File: src/sv/lrsc_ram.sv
// Generic single-port-write, single-port-read RAM with registered read.
`default_nettype none

module lrsc_ram #(
   parameter int WIDTH = 8,
   parameter int DEPTH = 32
) (
   input  wire logic                                      clock,
   input  wire logic                                      wr_en,
   input  wire logic [((DEPTH > 1) ? $clog2(DEPTH) : 1)-1:0] wr_addr,
   input  wire logic [WIDTH-1:0]                          wr_data,
   input  wire logic                                      rd_en,
   input  wire logic [((DEPTH > 1) ? $clog2(DEPTH) : 1)-1:0] rd_addr,
   output logic      [WIDTH-1:0]                          rd_data
);

   logic [WIDTH-1:0] mem [DEPTH];

   always_ff @(posedge clock) begin
      if (wr_en) begin
         mem[wr_addr] <= wr_data;
      end
      if (rd_en) begin
         rd_data <= mem[rd_addr];
      end
   end

endmodule

`default_nettype wire

File: config.mk
export PLATFORM = sky130hd
export DESIGN_NAME = lrsc_ram
export DESIGN_NICKNAME = d
export VERILOG_FILES = /design/src/sv/lrsc_ram.sv
export SDC_FILE = /design/constraint.sdc
export NUM_CORES = 1
export LEC_CHECK = 0
export BUFFER_PORTS_ARGS = -buffer_cell sky130_fd_sc_hd__buf_2
export CAP_MARGIN = 5
export CORE_MARGIN = 1.5
export CORE_UTILIZATION = 31
export CTS_BUF_LIST = sky130_fd_sc_hd__clkbuf_16
export DETAILED_ROUTE_END_ITERATION = 12
export SYNTH_ARGS = -nofsm -noshare
export SYNTH_HDL_FRONTEND = slang
export SYNTH_SLANG_ARGS = --single-unit
File: constraint.sdc
create_clock -name clock -period 2.25 [get_ports clock]
set_input_delay 0.1125 -clock clock [delete_from_list [all_inputs] [get_ports clock]]
set_output_delay 0.1125 -clock clock [all_outputs]
set_load 0.1 [all_outputs]
==> out/qor.csv, run 1 <==
metric,value,unit
worst_ep_arrival_time,2250,ps
dp_hpwl,14100,µm
drt_iter0_drc,434,
endpoint_kind,flop,
via_count,4557,
fp.coreArea,0.0324,mm²
final_antenna_net_count,0,
routed_wl,21600,µm
grt_max_degree,46,
area_growth,17.7,%
die_h,184,µm
synth_top_area_frac,0.782,
post_cts_buffers,0,
num_rows,66,
regArea,0.00793,mm²
fin_crit_sh,0.883,
netlist_instances,417,
grt_use_total,0.131,
clkTransAtPathRegs,60,ps
avgSynthCellArea,24.3,µm²
hold_class,in2reg,
antenna_found_initial,0,
vias_per_cell,4.79,
status,finished clean,
yosys.area.top_type,edfxtp_1,
startpoint_type,flop,
syn-cell-area,0.0101,mm²
pre_cts_ws,70.6,ps
cts_buffer_depth,3,
synth_seq_area_share,0.782,
grt_overflow,0,
drcViolationCount,0,
cts_tree,yes,
numPortBuffers,28,
initial_core_util,0.313,
hold_viol,0,
rsz0062_at_grt,false,
die_w,184,µm
drive_gt1_frac,0.383,
clock_sinks,264,
finalNetCount,515,
relSlewSlack,0.570,
fin_setup_tns,0,ps
drtPass1Iterations,5,
yosysUniqueCellTypes,14,
multi_input_area,0.00210,mm²
worstSkewPairLatency,530,ps
grt_pass1_vias,4743,
avgRoutedWirePerCell,22.7,µm
htreeDepth,1,
gp_congestion,0.770,
pin_count,29,
p_leak,3.75,nW
slew_violations,0,
setup_viol,0,
clock-skew-final,22.2,ps
n_fill_cell,2938,
grt_pass1_wl,31900,µm
numCtsBuffers,25,
diodes,0,
peakVddDrop,0.488,mV
crit_path_max_fanout,1,
dieArea,0.0338,mm²
synth_area_leaders,"edfxtp_1, mux4_2, nor2_1, mux2_2, buf_4",
synth_nets,438,
max_freq,0.503,GHz
power.density,868,mW/mm²
setup_ws,264,ps
fin_crit,1990,ps
criticalPathCategory,reg2reg,
required,2510,ps
synth_seq_cells,264,
maxCapViolCount,0,
tightest_slew,646,ps
ys_warn_count,0,
cts_root_buf,clkbuf_16,
[per-stage QoR]
stage / hold slack, ps / std cells / total power [mW] / util / area [µm²]
final: 120 / 951 / 10.3 / 0.368 / 11900
after global routing: 132 / 951 / 10.7 / 0.368 / 11900
after CTS: 122 / 951 / 10.5 / 0.368 / 11900
after detailed placement: 518 / 908 / 6.27 / 0.343 / 11100
after global placement: 522 / 908 / 6.25 / 0.343 / 11100
after floorplan: 211 / 417 / 6.00 / - / 10100
[critical path, stage by stage (launching register included)]
cell and delay [ps]:
edfxtp_1 390, mux4_2 500, mux4_2 540, mux2_2 290
[state kept, by name (all words and copies together), names as in the netlist]
register / cells
rd_data: 8
mem: 256
[per-layer routing]
layer | up-vias | global-route usage | part of all wire
met5 | - | 0 | 0
met4 | 0 | 0.0328 | 0.019
met1 | 2405 | 0.196 | 0.44
li1 | 1937 | - | -
met2 | 190 | 0.199 | 0.46
met3 | 25 | 0.0236 | 0.082
[final timing paths]
path / from / to / slack (ps) / cells after the start
setup / recovery: mem[7][2]$_DFFE_PP_ / rd_data[2]$_DFFE_PP_ / 260 / 3
setup reg to reg: mem[7][2]$_DFFE_PP_ / rd_data[2]$_DFFE_PP_ / 260 / 3
hold / removal: wr_data[1] / mem[21][1]$_DFFE_PP_ / 120 / 1
hold reg to reg: mem[26][0]$_DFFE_PP_ / rd_data[0]$_DFFE_PP_ / 990 / 3
[area by class of cell]
type	instances	area share
Multi-Input combinational cell	133	0.176
Clock buffer	25	0.0525
Timing Repair Buffer	70	0.0439
Sequential cell	264	0.665
Tap cell	442	0.0464
Clock inverter	17	0.0163
[cells in the mapped netlist]
cell / instances
edfxtp_1: 264
mux4_2: 80
nor2_1: 33
mux2_2: 8
buf_1: 6
buf_4: 6
clkbuf_1: 6
nand3b_1: 5
or3b_2: 3
nand3_1: 2
buf_2: 1
buf_6: 1
nand2_1: 1
or3_1: 1
[report_power, final]
part           switching, mW  total, mW  internal [mW]  leakage [nW]
Clock                   1.72       4.20           2.48         0.412
Sequential            0.0257       5.52           5.49          2.38
Combinational          0.396      0.635          0.238         0.949
Total                   2.14       10.3           8.21          3.75
[cells in the final DEF (no fill, tap or decap)]
master,synthesis,final
edfxtp_1,264,264
mux4_2,80,80
buf_4,6,37
nor2_1,33,33
buf_2,1,27
clkbuf_16,0,25
mux2_2,8,8
nand3b_1,5,5
buf_12,0,5
clkinv_1,0,4
clkinv_2,0,4
bufinv_16,0,4
or3b_2,3,3
inv_1,0,3
nand3_1,2,2
nand2_1,1,1
or3_1,1,1
inv_16,0,1
clkinvlp_4,0,1
dlygate4sd3_1,0,1
[logic make-up after synthesis]
family                 synth area share
buffers and inverters            0.0105
muxes                             0.187
and+or+nand+nor                  0.0205
DFF                               0.782
[timing repair]
| item | 4_1_cts | 5_1_grt |
|---|---|---|
| hold buffers | 1 | 0 |
| gates resized for setup | 0 | 0 |
| hold endpoints to repair | 8 | 0 |
Note: power is estimated with default switching activity, not from simulation.
==> run 2: changes to the inputs <==
- CELL_PAD_IN_SITES_DETAIL_PLACEMENT: unset -> 1
- CELL_PAD_IN_SITES_GLOBAL_PLACEMENT: unset -> 1
- PLACE_DENSITY_LB_ADDON: unset -> 0.1
==> run 2 against run 1 <==
Effect of this change: fmax is 0.36% higher; clock-buffer cell count up 4; register-to-register slack hardly changed; critical path depth is the same; utilization is 0.25 points higher; die area stayed put; highest routed layer unchanged.
==> out/qor.csv, run 2 (synthesis results as in run 1) <==
metric,value,unit,change
clkTransAtPathRegs,60,ps,about the same
peakVddDrop,0.654,mV,was 0.488 mV
worst_r2r_endpoint,rd_data[6]$_DFFE_PP_,,was rd_data[2]$_DFFE_PP_
drcViolationCount,0,,unchanged
cp_num_buf_inv,0,,unchanged
maxCapViolCount,0,,unchanged
crit_chain,"mux4_2, mux4_2, mux2_2",,unchanged
max_freq,0.505,GHz,was 0.503 GHz
cp_top_family,multiplexers,,unchanged
grt_overflow,0,,unchanged
power.share.sequential,0.527,,was 0.533
gp_congestion,0.703,,was 0.770
criticalPathCategory,reg2reg,,unchanged
hold_viol,0,,unchanged
place_area,0.0111,mm²,about the same
antenna_found_initial,0,,unchanged
worst_ep_arrival_time,2270,ps,was 2250 ps
numPortBuffers,28,,unchanged
status,finished clean,,unchanged
htreeDepth,1,,unchanged
dp_hpwl,15700,µm,was 14100 µm
max_stage_delay,530,ps,was 540 ps
setup_viol,0,,unchanged
fp.coreArea,0.0324,mm²,unchanged
clock-skew-final,12.7,ps,was 22.2 ps
ctsResizeCount,0,,unchanged
area_growth,18.5,%,was 17.7%
reg2reg_depth,3,,unchanged
crit_path_max_fanout,1,,unchanged
reg.largest.list,"mem (256), rd_data (8)",,unchanged
reg2reg_from,mem[21][6]$_DFFE_PP_,,was mem[7][2]$_DFFE_PP_
final_area,0.0120,mm²,was 0.0119 mm²
num_rows,66,,unchanged
cts_buffer_depth,3,,unchanged
die_w,184,µm,unchanged
intPower,8.17,mW,was 8.21 mW
grt_max_degree,33,,was 46
fin_crit_sh,0.880,,was 0.883
drt_iter0_drc,389,,was 434
clock_sinks,264,,unchanged
largest_register,mem,,unchanged
hold_depth,2,,was 1
fin_crit,1980,ps,was 1990 ps
regToRegSetupSlack,270,ps,was 260 ps
relSlewSlack,0.537,,was 0.570
hold_class,in2reg,,unchanged
largest_register_ffs,256,,unchanged
drtPass1Iterations,4,,was 5
endpoint_kind,flop,,unchanged
startpoint_type,flop,,unchanged
switchingPower,2.29,mW,was 2.14 mW
grt_use_total,0.153,,was 0.131
slew_violations,0,,unchanged
swShare,0.219,,was 0.207
final_cell_mix,"edfxtp_1, mux4_2, buf_4, nor2_1, clkbuf_16",,"was edfxtp_1, mux4_2, buf_4, nor2_1, buf_2"
die_h,184,µm,unchanged
tightest_slew,694,ps,was 646 ps
crit_top_cell,mux4_2,,unchanged
slowest_stage,mux4_2,,unchanged
power.density,872,mW/mm²,was 868 mW/mm²
rsz0062_at_grt,false,,unchanged
numCtsBuffers,28,,was 25
p_leak,3.77,nW,was 3.75 nW
combPwrFrac,0.064,,was 0.061
clkPwrFrac,0.409,,was 0.406
cts_tree,yes,,unchanged
post_cts_buffers,0,,unchanged
avgRoutedWirePerCell,25.7,µm,was 22.7 µm
initial_core_util,0.313,,unchanged
via_count,4581,,was 4557
pin_count,29,,unchanged
whs_endpoint,rd_data[7]$_DFFE_PP_,,was mem[21][1]$_DFFE_PP_
cts_root_buf,clkbuf_16,,unchanged
finalNetCount,519,,was 515
worstSkewPairLatency,540,ps,was 530 ps
hold_start,rd_addr[3],,was wr_data[1]
dieArea,0.0338,mm²,unchanged
whs,130,ps,was 120 ps
routed_wl,24700,µm,was 21600 µm
final_antenna_net_count,0,,unchanged
required,2540,ps,was 2510 ps
final_common_cell,edfxtp_1,,unchanged
vias_per_cell,4.77,,was 4.79
grt_pass1_vias,4939,,was 4743
grt_pass1_wl,36200,µm,was 31900 µm
drive_gt1_frac,0.387,,was 0.383
run 2: cell count changes in the layout (fill, tap and decap cells not counted), sizes merged:
cell / delta
clkbuf: +4
inv: -1
clkinv: +5
bufinv: -3
diode: +1
buf: +1
clkinvlp: +2
run 2: what timing repair did:
action	in CTS	in global routing
endpoints found under the setup margin	0	0
hold buffers	1	0
hold endpoints to repair	8	0
run 2: layer usage:
metal	GRT usage	wire, µm	vias to the layer above
met3	0.0188	1000	38
met2	0.225	11100	89
met5	0	0	-
li1	-	-	1948
met4	0.0387	458	0
met1	0.239	12100	2506
run 2: per-stage QoR:
stage / cells / power (mW) / util / setup WS, ps / TNS, ps
2_1_floorplan: 417 / 6.00 / - / 196 / 0
3_3_place_gp: 909 / 6.29 / 0.344 / -9.58 / -13.8
3_5_place_dp: 909 / 6.30 / 0.344 / -13.3 / -19.8
4_1_cts: 959 / 10.6 / 0.371 / 271 / 0
5_1_grt: 959 / 10.8 / 0.371 / 242 / 0
6_report: 960 / 10.5 / 0.371 / 271 / 0
run 2: worst max-delay path by stage:
stage | startpoint | depth (start not counted) | end
6_report | mem[21][6]$_DFFE_PP_ | 3 | rd_data[6]$_DFFE_PP_
5_1_grt | mem[21][6]$_DFFE_PP_ | 3 | rd_data[6]$_DFFE_PP_
4_1_cts | mem[21][6]$_DFFE_PP_ | 3 | rd_data[6]$_DFFE_PP_
3_5_place_dp | rd_addr[0] | 5 | rd_data[0]$_DFFE_PP_
3_3_place_gp | rd_addr[0] | 5 | rd_data[4]$_DFFE_PP_
2_1_floorplan | rd_addr[2] | 5 | rd_data[0]$_DFFE_PP_
run 2: worst register-to-register path, stage by stage, from the launching register on:
cell and delay, ps:
edfxtp_1 370, mux4_2 530, mux4_2 530, mux2_2 290
run 2: power groups by stage:
stage                     sequential [mW]  clock [mW]  combinational (mW)
after floorplan                      5.71           0               0.292
after global placement               5.62           0               0.674
after detailed placement             5.62           0               0.680
after CTS                            5.52        4.43               0.684
after global routing                 5.52        4.58               0.710
final                                5.52        4.28               0.666
run 2: cell type report:
cell class	count	area, µm²
fill	3119	20400
clock buffer	29	726
clock inverter	20	128
timing repair buffer	71	568
tap	442	553
antenna	1	2.50
sequential	264	7930
multi-input combinational	133	2100
